File: src/hdl/bsa_pkg.sv
// Shared types and constants of the 24-bit bitmap to ARGB stream decoder.
package bsa_pkg;

   localparam int ROW_W = 10;               // row and column counters
   localparam int DIM_W = 11;               // image width or height, up to 1024
   localparam int PROD_W = ROW_W + DIM_W;   // rows below times width

   localparam logic [31:0] OFFSET_POS   = 32'd10;
   localparam logic [31:0] WIDTH_POS    = 32'd18;
   localparam logic [31:0] HEIGHT_POS   = 32'd22;
   localparam logic [31:0] HDR_LAST_POS = 32'd25;
   localparam logic [31:0] MIN_OFFSET   = 32'd26;
   localparam logic [7:0]  ALPHA_OPAQUE = 8'hFF;

   typedef enum logic [3:0] {
      PH_HEADER = 4'b0001,
      PH_SKIP   = 4'b0010,
      PH_DATA   = 4'b0100,
      PH_DONE   = 4'b1000
   } phase_type;

   typedef struct packed {
      logic [7:0] data_byte;
      logic       file_start;
   } req_type;

   typedef struct packed {
      logic [31:0] pixel_address;
      logic [31:0] color;
      logic        last_pixel;
      logic        header_error;
   } rsp_type;

   // One classified item from the parser: a finished pixel or a header fault.
   typedef struct packed {
      logic             err;
      logic             last;
      logic [ROW_W-1:0] rows_below;
      logic [DIM_W-1:0] width;
      logic [ROW_W-1:0] column;
      logic [23:0]      rgb;
   } cmd_type;

endpackage

File: src/hdl/bsa_fifo.sv
// Small register queue with push/full and pop/empty sides.
module bsa_fifo import bsa_pkg::*; #(
   parameter type item_type = logic,
   parameter int  DEPTH = 4
) (
   input  logic     clock,
   input  logic     reset,
   input  logic     push,
   output logic     full,
   input  item_type wr_item,
   input  logic     pop,
   output logic     empty,
   output item_type rd_item
);

   localparam int PTR_W = (DEPTH > 1) ? $clog2(DEPTH) : 1;
   localparam int CNT_W = $clog2(DEPTH + 1);

   item_type store_ff [DEPTH];
   logic [PTR_W-1:0] wr_ptr_ff, wr_ptr_in;
   logic [PTR_W-1:0] rd_ptr_ff, rd_ptr_in;
   logic [CNT_W-1:0] count_ff, count_in;
   logic do_push, do_pop;

   assign full    = (count_ff == CNT_W'(DEPTH));
   assign empty   = (count_ff == '0);
   assign do_push = push && !full;
   assign do_pop  = pop && !empty;
   assign rd_item = store_ff[rd_ptr_ff];

   always_comb begin
      wr_ptr_in = wr_ptr_ff;
      rd_ptr_in = rd_ptr_ff;
      count_in  = count_ff;
      if (do_push) begin
         wr_ptr_in = (wr_ptr_ff == PTR_W'(DEPTH - 1)) ? '0 : wr_ptr_ff + 1'b1;
      end
      if (do_pop) begin
         rd_ptr_in = (rd_ptr_ff == PTR_W'(DEPTH - 1)) ? '0 : rd_ptr_ff + 1'b1;
      end
      if (do_push && !do_pop) begin
         count_in = count_ff + 1'b1;
      end else if (do_pop && !do_push) begin
         count_in = count_ff - 1'b1;
      end
   end

   always_ff @(posedge clock) begin
      if (reset) begin
         wr_ptr_ff <= '0;
         rd_ptr_ff <= '0;
         count_ff  <= '0;
      end else begin
         wr_ptr_ff <= wr_ptr_in;
         rd_ptr_ff <= rd_ptr_in;
         count_ff  <= count_in;
      end
   end

   always_ff @(posedge clock) begin
      if (do_push) begin
         store_ff[wr_ptr_ff] <= wr_item;
      end
   end

endmodule

File: src/hdl/bsa_front.sv
// Byte parser: header capture, offset skip, pixel assembly and row/column tracking.
module bsa_front import bsa_pkg::*; #(
   parameter int MAX_WIDTH  = 1024,
   parameter int MAX_HEIGHT = 1024
) (
   input  logic    clock,
   input  logic    reset,
   input  logic    req_push,
   output logic    req_full,
   input  req_type req_item,
   output logic    cmd_push,
   input  logic    cmd_full,
   output cmd_type cmd_item
);

   phase_type        phase_ff, phase_in, ph;
   logic [31:0]      pos_ff, pos_in, pos;
   logic [31:0]      off_ff, off_in, off;
   logic [31:0]      wid_ff, wid_in, wid;
   logic [31:0]      hgt_ff, hgt_in, hgt;
   logic [ROW_W-1:0] row_ff, row_in, row;
   logic [ROW_W-1:0] col_ff, col_in, col;
   logic [1:0]       bip_ff, bip_in, bip;
   logic [1:0]       pad_ff, pad_in, pad;
   logic [15:0]      part_ff, part_in, part;
   logic             accept;
   logic             emit;
   logic             do_data;
   logic [1:0]       lane;
   logic             row_end;
   logic             is_last;
   cmd_type          cmd;

   assign req_full = cmd_full;
   assign accept   = req_push && !cmd_full;
   assign cmd_push = accept && emit;
   assign cmd_item = cmd;

   always_comb begin
      // a start mark restarts the parse with this byte as file byte 0
      ph   = req_item.file_start ? PH_HEADER : phase_ff;
      pos  = req_item.file_start ? '0 : pos_ff;
      off  = req_item.file_start ? '0 : off_ff;
      wid  = req_item.file_start ? '0 : wid_ff;
      hgt  = req_item.file_start ? '0 : hgt_ff;
      row  = req_item.file_start ? '0 : row_ff;
      col  = req_item.file_start ? '0 : col_ff;
      bip  = req_item.file_start ? '0 : bip_ff;
      pad  = req_item.file_start ? '0 : pad_ff;
      part = req_item.file_start ? '0 : part_ff;

      phase_in = ph;
      pos_in   = pos;
      off_in   = off;
      wid_in   = wid;
      hgt_in   = hgt;
      row_in   = row;
      col_in   = col;
      bip_in   = bip;
      pad_in   = pad;
      part_in  = part;
      emit     = 1'b0;
      do_data  = 1'b0;
      cmd      = '0;
      lane     = pos[1:0] - 2'd2;
      row_end  = ({1'b0, col} + 1'b1) == wid[DIM_W-1:0];
      is_last  = row_end && (({1'b0, row} + 1'b1) == hgt[DIM_W-1:0]);

      case (ph)
         PH_HEADER: begin
            pos_in = pos + 1'b1;
            if (pos inside {[OFFSET_POS:OFFSET_POS + 32'd3]}) begin
               off_in[{lane, 3'b000} +: 8] = off[{lane, 3'b000} +: 8] | req_item.data_byte;
            end else if (pos inside {[WIDTH_POS:WIDTH_POS + 32'd3]}) begin
               wid_in[{lane, 3'b000} +: 8] = wid[{lane, 3'b000} +: 8] | req_item.data_byte;
            end else if (pos inside {[HEIGHT_POS:HEIGHT_POS + 32'd3]}) begin
               hgt_in[{lane, 3'b000} +: 8] = hgt[{lane, 3'b000} +: 8] | req_item.data_byte;
            end
            if (pos == HDR_LAST_POS) begin
               if (off_in < MIN_OFFSET || wid_in == '0 || wid_in > 32'(MAX_WIDTH) ||
                   hgt_in == '0 || hgt_in > 32'(MAX_HEIGHT)) begin
                  phase_in = PH_DONE;
                  emit     = 1'b1;
                  cmd.err  = 1'b1;
               end else if (off_in == MIN_OFFSET) begin
                  phase_in = PH_DATA;
               end else begin
                  phase_in = PH_SKIP;
               end
            end
         end
         PH_SKIP: begin
            if (pos != off) begin
               pos_in = pos + 1'b1;
            end else begin
               // offset reached: this byte is already pixel data
               phase_in = PH_DATA;
               do_data  = 1'b1;
            end
         end
         PH_DATA: begin
            do_data = 1'b1;
         end
         default: begin
         end
      endcase

      if (do_data) begin
         if (pad != 2'd0) begin
            pad_in = pad - 1'b1;
         end else if (bip == 2'd0) begin
            part_in = {8'h00, req_item.data_byte};
            bip_in  = 2'd1;
         end else if (bip == 2'd1) begin
            part_in = {req_item.data_byte, part[7:0]};
            bip_in  = 2'd2;
         end else begin
            bip_in         = 2'd0;
            emit           = 1'b1;
            cmd.last       = is_last;
            cmd.rows_below = ROW_W'(hgt[DIM_W-1:0] - 1'b1 - {1'b0, row});
            cmd.width      = wid[DIM_W-1:0];
            cmd.column     = col;
            cmd.rgb        = {req_item.data_byte, part};
            if (row_end) begin
               col_in = '0;
               row_in = row + 1'b1;
               pad_in = wid[1:0];
            end else begin
               col_in = col + 1'b1;
            end
            if (is_last) begin
               phase_in = PH_DONE;
            end
         end
      end
   end

   always_ff @(posedge clock) begin
      if (reset) begin
         phase_ff <= PH_HEADER;
         pos_ff   <= '0;
         off_ff   <= '0;
         wid_ff   <= '0;
         hgt_ff   <= '0;
         row_ff   <= '0;
         col_ff   <= '0;
         bip_ff   <= '0;
         pad_ff   <= '0;
         part_ff  <= '0;
      end else if (accept) begin
         phase_ff <= phase_in;
         pos_ff   <= pos_in;
         off_ff   <= off_in;
         wid_ff   <= wid_in;
         hgt_ff   <= hgt_in;
         row_ff   <= row_in;
         col_ff   <= col_in;
         bip_ff   <= bip_in;
         pad_ff   <= pad_in;
         part_ff  <= part_in;
      end
   end

endmodule

File: src/hdl/bsa_back.sv
// Address generator: row offset multiply, then base and column add into the result queue.
module bsa_back import bsa_pkg::*; (
   input  logic        clock,
   input  logic        reset,
   input  logic [31:0] image_base,
   input  logic        cmd_empty,
   output logic        cmd_pop,
   input  cmd_type     cmd_item,
   output logic        rsp_push,
   input  logic        rsp_full,
   output rsp_type     rsp_item
);

   logic              s1_valid_ff, s1_valid_in;
   logic [PROD_W-1:0] s1_prod_ff;
   logic [ROW_W-1:0]  s1_col_ff;
   logic [23:0]       s1_rgb_ff;
   logic              s1_last_ff;
   logic              s1_err_ff;
   logic              advance;

   // stage one moves on when empty or when its item drains this cycle
   assign rsp_push    = s1_valid_ff && !rsp_full;
   assign advance     = !s1_valid_ff || !rsp_full;
   assign cmd_pop     = advance && !cmd_empty;
   assign s1_valid_in = cmd_pop ? 1'b1 : (s1_valid_ff && rsp_full);

   always_ff @(posedge clock) begin
      if (reset) begin
         s1_valid_ff <= 1'b0;
      end else begin
         s1_valid_ff <= s1_valid_in;
      end
   end

   always_ff @(posedge clock) begin
      if (cmd_pop) begin
         s1_prod_ff <= {{DIM_W{1'b0}}, cmd_item.rows_below} *
                       {{ROW_W{1'b0}}, cmd_item.width};
         s1_col_ff  <= cmd_item.column;
         s1_rgb_ff  <= cmd_item.rgb;
         s1_last_ff <= cmd_item.last;
         s1_err_ff  <= cmd_item.err;
      end
   end

   always_comb begin
      rsp_item = '0;
      if (s1_err_ff) begin
         rsp_item.header_error = 1'b1;
      end else begin
         rsp_item.pixel_address = image_base + {{(32 - PROD_W){1'b0}}, s1_prod_ff} +
                                  {{(32 - ROW_W){1'b0}}, s1_col_ff};
         rsp_item.color         = {ALPHA_OPAQUE, s1_rgb_ff};
         rsp_item.last_pixel    = s1_last_ff;
      end
   end

endmodule

File: src/hdl/bmp24_stream_to_argb.sv
// Top level of the 24-bit bitmap byte stream to ARGB pixel decoder.
// Takes one file byte per clock cycle while the command queue is not full, and
// sustains that rate through pixel data: the parser handles each byte as it is
// accepted, and the address path registers the row offset multiply and then
// does the base and column add. A pixel passes the command queue and the stage-one
// register on its way to the result queue, and so does a header fault at byte 25.
// Four-entry queues sit between parser and address path and in front of the
// result ports, so req_full rises only once both have filled while pop stays low.
// Write image_base on the csr port only between files, with no results outstanding.
module bmp24_stream_to_argb import bsa_pkg::*; #(
   parameter int MAX_WIDTH  = 1024,
   parameter int MAX_HEIGHT = 1024
) (
   input  logic        clock,
   input  logic        reset,
   input  logic        req_push,
   output logic        req_full,
   input  req_type     req_item,
   output logic        rsp_empty,
   input  logic        rsp_pop,
   output rsp_type     rsp_item,
   input  logic        csr_valid,
   output logic        csr_ready,
   input  logic [31:0] csr_data
);

   logic [31:0] image_base_ff, image_base_in;
   logic        cmd_push, cmd_full, cmd_pop, cmd_empty;
   cmd_type     cmd_wr, cmd_rd;
   logic        rsp_push, rsp_full;
   rsp_type     rsp_wr;

   assign csr_ready     = 1'b1;
   assign image_base_in = (csr_valid && csr_ready) ? csr_data : image_base_ff;

   always_ff @(posedge clock) begin
      if (reset) begin
         image_base_ff <= '0;
      end else begin
         image_base_ff <= image_base_in;
      end
   end

   bsa_front #(
      .MAX_WIDTH  (MAX_WIDTH),
      .MAX_HEIGHT (MAX_HEIGHT)
   ) u_front (
      .clock    (clock),
      .reset    (reset),
      .req_push (req_push),
      .req_full (req_full),
      .req_item (req_item),
      .cmd_push (cmd_push),
      .cmd_full (cmd_full),
      .cmd_item (cmd_wr)
   );

   bsa_fifo #(
      .item_type (cmd_type),
      .DEPTH     (4)
   ) u_cmd_fifo (
      .clock   (clock),
      .reset   (reset),
      .push    (cmd_push),
      .full    (cmd_full),
      .wr_item (cmd_wr),
      .pop     (cmd_pop),
      .empty   (cmd_empty),
      .rd_item (cmd_rd)
   );

   bsa_back u_back (
      .clock      (clock),
      .reset      (reset),
      .image_base (image_base_ff),
      .cmd_empty  (cmd_empty),
      .cmd_pop    (cmd_pop),
      .cmd_item   (cmd_rd),
      .rsp_push   (rsp_push),
      .rsp_full   (rsp_full),
      .rsp_item   (rsp_wr)
   );

   bsa_fifo #(
      .item_type (rsp_type),
      .DEPTH     (4)
   ) u_rsp_fifo (
      .clock   (clock),
      .reset   (reset),
      .push    (rsp_push),
      .full    (rsp_full),
      .wr_item (rsp_wr),
      .pop     (rsp_pop),
      .empty   (rsp_empty),
      .rd_item (rsp_item)
   );

   a_fault_fields_zero: assert property (@(posedge clock) disable iff (reset)
      (!rsp_empty && rsp_item.header_error) |->
         (rsp_item.pixel_address == '0 && rsp_item.color == '0 && !rsp_item.last_pixel))
      else $error("header fault item carries non-zero pixel fields");

   a_pixel_opaque: assert property (@(posedge clock) disable iff (reset)
      (!rsp_empty && !rsp_item.header_error) |-> (rsp_item.color[31:24] == ALPHA_OPAQUE))
      else $error("pixel item without opaque alpha");

   a_reset_empties: assert property (@(posedge clock)
      reset |=> (rsp_empty && !req_full))
      else $error("queues not empty after reset");

endmodule
File: config.mk
export PLATFORM = sky130hd
export DESIGN_NAME = bmp24_stream_to_argb
export DESIGN_NICKNAME = d
export VERILOG_FILES = /design/src/hdl/bsa_pkg.sv /design/src/hdl/bsa_fifo.sv /design/src/hdl/bsa_front.sv /design/src/hdl/bsa_back.sv /design/src/hdl/bmp24_stream_to_argb.sv
export SDC_FILE = /design/constraint.sdc
export NUM_CORES = 2
export LEC_CHECK = 0
export ABC_AREA = 1
export BUFFER_PORTS_ARGS = -buffer_cell sky130_fd_sc_hd__buf_2
export CAP_MARGIN = 20
export CORE_MARGIN = 2
export CORE_UTILIZATION = 60
export CTS_CLUSTER_SIZE = 40
export DETAILED_ROUTE_END_ITERATION = 8
export PLACE_DENSITY = 0.77
export SLEW_MARGIN = 10
export SYNTH_ARGS = -nofsm -noshare
export SYNTH_HDL_FRONTEND = slang
export SYNTH_SLANG_ARGS = --single-unit
export TNS_END_PERCENT = 5
File: constraint.sdc
create_clock -name clock -period 17.3 [get_ports clock]
set_input_delay 1.73 -clock clock [delete_from_list [all_inputs] [get_ports clock]]
set_output_delay 1.73 -clock clock [all_outputs]
set_load 0.02 [all_outputs]
[Word-level counts from Yosys, hierarchy flattened]
Memory sizes are Yosys's and may differ from the RTL's. A register that Yosys moved wholly into a read port is not among the register bits.
Cells that the tools add are included.
Storage, ports and cells
  input bits: 46
  memories: 2
  memory bits (writable): 492
  output and inout bits: 69
  bits in latches: 0
  word-level logic and storage cells: 211
  ROM bits: 0
  register bits after elaboration: 276
Cells by class
  equality and inequality tests: 15
  reductions and logical operators: 39
  mux-type cells: 92
  $add $sub $neg: 20
  bitwise logic cells: 3
  magnitude comparators: 9
  shifts and indexed selects: 7
  multiply operators: 1
  divide/modulo/power cells: 0
Memories
  u_rsp_fifo.store_ff: words 4, width 66, rd ports 1, clocked after memory_dff 1, wr ports 1, line bsa_fifo.sv:19  | item_type store_ff [DEPTH];
  u_cmd_fifo.store_ff: words 4, width 57, rd ports 1, clocked after memory_dff 1, wr ports 1, line bsa_fifo.sv:19
Operators with widths (count)
  2-to-1 mux 32 bit: 17
  2-to-1 mux 56 bit: 4
  2-to-1 mux 10 bit: 12
  bitwise mux 32 bit: 3
  variable part select 32 x 6 -> 8 bit: 3
  variable part select 8 x 7 -> 32 bit: 3
  2-to-1 mux 16 bit: 5
  2-to-1 mux 65 bit: 1
  == test 32 x 5 -> 1 bit (second input constant): 2
  >= comparator 32 x 5 -> 1 bit (second input constant): 2
  greater-than comparator 32 x 11 -> 1 bit (second input constant): 2
  less-or-equal comparator 32 x 5 -> 1 bit (second input constant): 2
  zero test 32 bit: 2
  case mux 32 bit (2 select lines): 1
  2-to-1 mux 2 bit: 19
  2-to-1 mux 4 bit: 9
  adder 32 x 1 -> 32 bit (second input constant): 1
  adder 32 x 10 -> 32 bit: 1
  adder 32 x 21 -> 32 bit: 1
  >= comparator 32 x 4 -> 1 bit (second input constant): 1
  less-or-equal comparator 32 x 4 -> 1 bit (second input constant): 1
  < comparator 32 x 5 -> 1 bit (second input constant): 1
  inequality test 32 bit: 1
  variable shift 8 x 7 -> 32 bit (first input constant): 1
  other kinds (29): 91

[Depth between registers and ports, before layout]
  depth in word-level cells: 27
  mapped depth: 34
  depth with buffers taken out: 31

[By module]
From an unflattened synthesis, not the netlist that was laid out.
Unflattened totals
  cell total of the unflattened synthesis: 5420
  area, all modules: 44610.3 µm²
By module, submodules not included
  bsa_front: area each 15169.5 µm², sequential area each 3443.3 µm², cells an instance 2755, instances 1
  bsa_fifo (u_rsp_fifo): area each 10886.7 µm², sequential area each 8107.8 µm², cells an instance 709, instances 1
  bsa_fifo (u_cmd_fifo): area each 8938.6 µm², sequential area each 7026.7 µm², cells an instance 622, instances 1
  bsa_back: area each 8265.4 µm², sequential area each 1731.7 µm², cells an instance 1129, instances 1
  bmp24_stream_to_argb: area each 1350.0 µm², sequential area each 640.6 µm², cells an instance 205, instances 1

[Worst setup path after synthesis]
Ideal clock, no wire load.
  path kind: in2reg
  from: input req_item[0] in the netlist's numbering
  to: memory u_cmd_fifo.store_ff[0][0] in the netlist's numbering (enable)
  buffers on the path: 5
  library setup time: 0.472 ns
  arrival time: 7.155 ns
  path slack: 9.673 ns
  required time: 16.828 ns
  stages: 27
  cells stage by stage: buf_6 inv_6 buf_4 nand2_2 inv_1 clkbuf_1 ha_1 clkbuf_1 clkinv_1 nor3_1 clkbuf_1 nand2_1 nand2_1 o21ai_0 nand2_1 nor2_1 nand2_1 nand2_1 nor2_1 nand2_1 nand2_1 nor2_1 nand3_1 nand3_1 nand2_1 nand2_2 nor2_1
Between the ends
  longest elaborated chain between the ends: 25
  elaborated cells between the ends (all ways): 70
  those cells by class: add/sub (2); order compare (9); eq/ne (6); shift (7); mux (30); bitwise (3); reduce/logical (13)
Ends and longest elaborated chain
  start, declared: line bmp24_stream_to_argb.sv:18  | input req_type req_item,
  parallel branches: the longest is 20 deep, another holds greater-than comparator 32 x 11 -> 1 bit
  2-to-1 mux 1 bit *: line bsa_front.sv:108  | if (do_data) begin
  logical AND 1 bit *: line bsa_front.sv:36  | assign cmd_push = accept && emit;
  logical AND 1 bit *: line bsa_fifo.sv:27  | assign do_push = push && !full;
  2-to-1 mux 1 bit *: line bsa_fifo.sv:61  | if (do_push) begin
  2-to-1 mux 1 bit (implied by the code) *: line bsa_fifo.sv:62  | store_ff[wr_ptr_ff] <= wr_item;
  end, declared: line bsa_fifo.sv:19
Every way passes the cells marked *. The select of a mux whose other input is x is not followed.

[Final worst setup path]
  from: input req_item[0] in the netlist's numbering
  to: register u_cmd_fifo.count_ff[2]
Between the ends
  longest elaborated chain between the ends: 26
  elaborated cells between the ends (all ways): 73
  those cells by class: add/sub (2); order compare (9); eq/ne (6); shift (7); mux (29); bitwise (3); reduce/logical (17)
Ends and longest elaborated chain
  parallel branches: the longest is 20 deep, another holds greater-than comparator 32 x 11 -> 1 bit
  2-to-1 mux 1 bit *: line bsa_front.sv:108
  logical AND 1 bit *: line bsa_front.sv:36
  logical AND 1 bit *: line bsa_fifo.sv:27
  via u_cmd_fifo.do_push: line bsa_fifo.sv:23  | logic do_push, do_pop;
  zero test 1 bit: line bsa_fifo.sv:43  | end else if (do_pop && !do_push) begin
  logical AND 1 bit: line bsa_fifo.sv:43
  nonzero test 2 bit (no source line)
  end signal, assigned: line bsa_fifo.sv:56  | count_ff <= count_in;
  end, declared: line bsa_fifo.sv:22  | logic [CNT_W-1:0] count_ff, count_in;
Mark *: on every way through the listed nets, which the timed path passes. The select of a mux whose other input is x is not followed.
A chain may end at the register's enable or synchronous reset.

==> key figures <==
Clock tree
  – Number of cells upsized or downsized after cts: 0
  – Setup fix buffers added after clock tree synthesis: 0
  – CTS Buf Count: 77
  – TritonCTS Sinks: 744
  – Clock transition at the registers of the reported paths: 0.06 ns
  – Clock Latency Late Sink: 0.64 ns
  – Number of buffers inserted for hold repair after clock tree synthesis: 0
  – Maximum level of the CTS H-tree: 3
  – Max Root-Sink Buffers: 3
  – Clk Tree Root Cell: clkbuf_16
  – CTS tree: done

Synth
  – Top area cells in the synthesized netlist: edfxtp_1 38%, dfxtp_1 11%, nand2_1 9.6%, nor2_1 5.9%, o21ai_0 5.7%
  – Ys flop type: edfxtp_1
  – Netlist area before placement: 0.0410 mm2
  – Number of enable flip-flop cells after synthesis: 521
  – Dominant cell type by area after synthesis: edfxtp_1
  – Sequential area share after synthesis: 49.1%
  – Yosys warnings: 0
  – Avg Inst Size Synth: 8.46 um2
  – Async SR Flop Fraction: 0%
  – Share of Yosys cell area claimed by the top area cell type: 38.2%
  – Flip-flop and latch count after synthesis: 744
  – Number of different library cells in the post-synthesis netlist: 62
  – Net Count, Synth: 5,087
  – Syn Inst Count: 4,843

STA
  – Final cycle utilization of the critical path: 50.3%
  – Unrepaired setup endpoints after global routing: no
  – Setup TNS: 0 ns
  – Number of pins exceeding their max-slew limit in the final report: 0
  – Slew at the pin closest to its max-slew limit: 1.08 ns
  – Number of setup violations in the final report: 0
  – Final hold viol count: 0
  – Worst setup skew after layout: 0.0319 ns
  – Maximum clock frequency: 115 MHz
  – Clock period minus final worst setup slack: 8.71 ns
  – Max-slew headroom: 27.7%

Cells and area
  – Most common cell after layout, fill and taps aside: nand2_1
  – Filler cells: 5,417
  – Final net count: 5,059
  – Synth-to-layout area growth: 8.80%
  – Commonest non-fill, non-tap cells in the layout: 1,047 x nand2_1, 632 x nor2_1, 521 x edfxtp_1
  – Proportion of layout cells with a drive suffix above 1: 7.75%
  – Number of diodes added for antenna fixing: 0

Floorplanning
  – Starting utilization of the core area: 60.8%
  – Floorplan core area: 0.0674 mm2
  – Total Die Area: 0.0704 mm2
  – Die Width: 265 um
  – Die Ht: 265 um
  – Standard-cell rows: 95
  – Number of placed I/O pins: 115

Flow run
  – Count of max-cap constraint violations: 0

Drt
  – Antenna violation net count after detailed routing: 0
  – Violation count after the first detailed-routing iteration: 3,409
  – Vias after detailed routing: 34,109
  – Detailed Route WL: 108,000 um
  – Via/cell ratio: 5.93
  – Router iterations before antenna repair: 6
  – Routed wire per std cell: 18.8 um
  – Number of design rule violations left after detail routing: 0

Setup path
  – Critical path startpoint category: primary input
  – Worst-path fanout max: 42
  – Endpoint kind of the worst setup timing path: flop
  – Critical path's largest stage delay: 1.03 ns
  – Class of the most critical setup path: primary input to flop
  – CP most frequent cell: nand2_1
  – Crit path DAT: 9.21 ns
  – Cell with the largest stage delay on the worst path: ha_1
  – Required time at the worst-slack endpoint: 17.80 ns

Pwr
  – Ratio of total power to cell area: 146 mW/mm2
  – Maximum vdd ir drop: 0.102 mV
  – Static Leak: 18.8 nW
  – Final Total Pwr: 6.51 mW

GRT
  – Maximum number of pins on one net before global-route repair: 111
  – Number of global-route vias before repair: 32,031
  – Wire length of the first global-routing pass: 171,000 um
  – GR Util All Layers: 30.4%
  – Congestion Overflow GR: 0
  – Initial antenna violation count: 0

Placement
  – HPWL reported at the end of detailed placement: 71,400 um
  – Input/output buffers: 113
  – Final weighted congestion in routability-driven placement: 0.976

Run status
  – Run status: complete, no violations

Hold path
  – Worst min-delay path category: flop to flop
[metal layers]
| layer | part of all wire [%] | GRT usage (%) | vias up |
|---|---|---|---|
| met5 | 0 | 0 | - |
| met4 | 3.4 | 11.3 | 0 |
| met3 | 7.1 | 3.83 | 228 |
| met2 | 48 | 51.6 | 1353 |
| met1 | 41 | 40.1 | 16144 |
| li1 | - | - | 16384 |
[cells in the mapped netlist, types with 11 or more instances]
library cell	n
nand2_2	19
o21ai_0	465
nor2_1	640
a21oi_1	374
buf_1	23
edfxtp_1	521
xor2_1	39
inv_1	414
dfxtp_1	223
nor3_1	61
o21ai_1	16
fa_1	84
clkbuf_1	180
a32oi_1	21
a31oi_1	18
nor4_1	17
ha_1	114
buf_4	14
o22ai_1	116
nand4_1	50
o211ai_1	23
nand2_1	1047
buf_6	11
nand3_1	188
buf_2	31
[path summary, 6_finish.rpt]
path	start	end	slack, ns	cells past startpoint
worst min-delay path	u_front.hgt_ff[27]	u_front.hgt_ff[27]	0.46	2
worst max-delay path	req_item[0]	u_cmd_fifo.count_ff[2]	8.59	32
worst max register to register	flop	u_back.s1_prod_ff[18]	9.41	22
worst min register to register	u_front.hgt_ff[27]	u_front.hgt_ff[27]	0.46	2
[final cells by class]
cell class,count,area [um2],area share [%]
inverters,431,1620,3.64
repair buffers,154,876,1.96
multi-input cells,3407,18200,40.7
well taps,873,1090,2.45
clock inverters,52,607,1.36
flip-flops and latches,744,20100,45.1
clock buffers,90,2110,4.74
[where the power goes]
part	internal (mW)	leakage (nW)	switching, mW	total [mW]
sequential	2.32	7.15	0.120	2.44
combinational	0.662	10.3	1.65	2.31
clock	1.04	1.32	0.726	1.76
total	4.02	18.8	2.49	6.51
[critical path: cells and delay by family]
kind / cells / cell delay (ns)
buffers and inverters: 9 / 2.96
adders and majority gates: 3 / 1.55
AOI/OAI and AO/OA: 6 / 0.82
and+or+nand+nor: 14 / 2.06
[registers in the layout, summed over array words and instances (netlist names), 4 cells and up, named ones only]
name,cells
u_back.s1_col_ff,10
image_base_ff,32
u_back.s1_prod_ff,21
u_front.wid_ff,32
u_front.col_ff,10
u_front.part_ff,16
u_rsp_fifo.store_ff,236
u_front.phase_ff,4
u_back.s1_rgb_ff,24
u_front.pos_ff,32
u_cmd_fifo.store_ff,228
u_front.hgt_ff,32
u_front.row_ff,10
u_front.off_ff,32
[per-stage QoR]
stage / instance area (um2) / hold WS, ns / util [%] / std cells / setup WS (ns)
4_1_cts: 44600 / 0.466 / 66.2 / 5751 / 8.81
5_1_grt: 44600 / 0.479 / 66.2 / 5751 / 8.11
6_report: 44600 / 0.463 / 66.2 / 5751 / 8.59
2_1_floorplan: 41000 / 0.443 / - / 4843 / 9.67
3_3_place_gp: 41900 / 0.451 / 62.1 / 5609 / 8.24
3_5_place_dp: 41900 / 0.456 / 62.1 / 5609 / 8.18
[cells by family after synthesis]
kind of cell | count (synthesis) | share of synthesized area (%)
other | 1 | 0.00915
DFF | 744 | 49.1
and+or+nand+nor | 2076 | 21.0
buffers and inverters | 692 | 6.83
adders and majority gates | 198 | 7.58
AOI/OAI and AO/OA | 1084 | 14.5
xor gates and xnor gates | 48 | 1.04
Note: power is estimated with default switching activity, not from simulation.
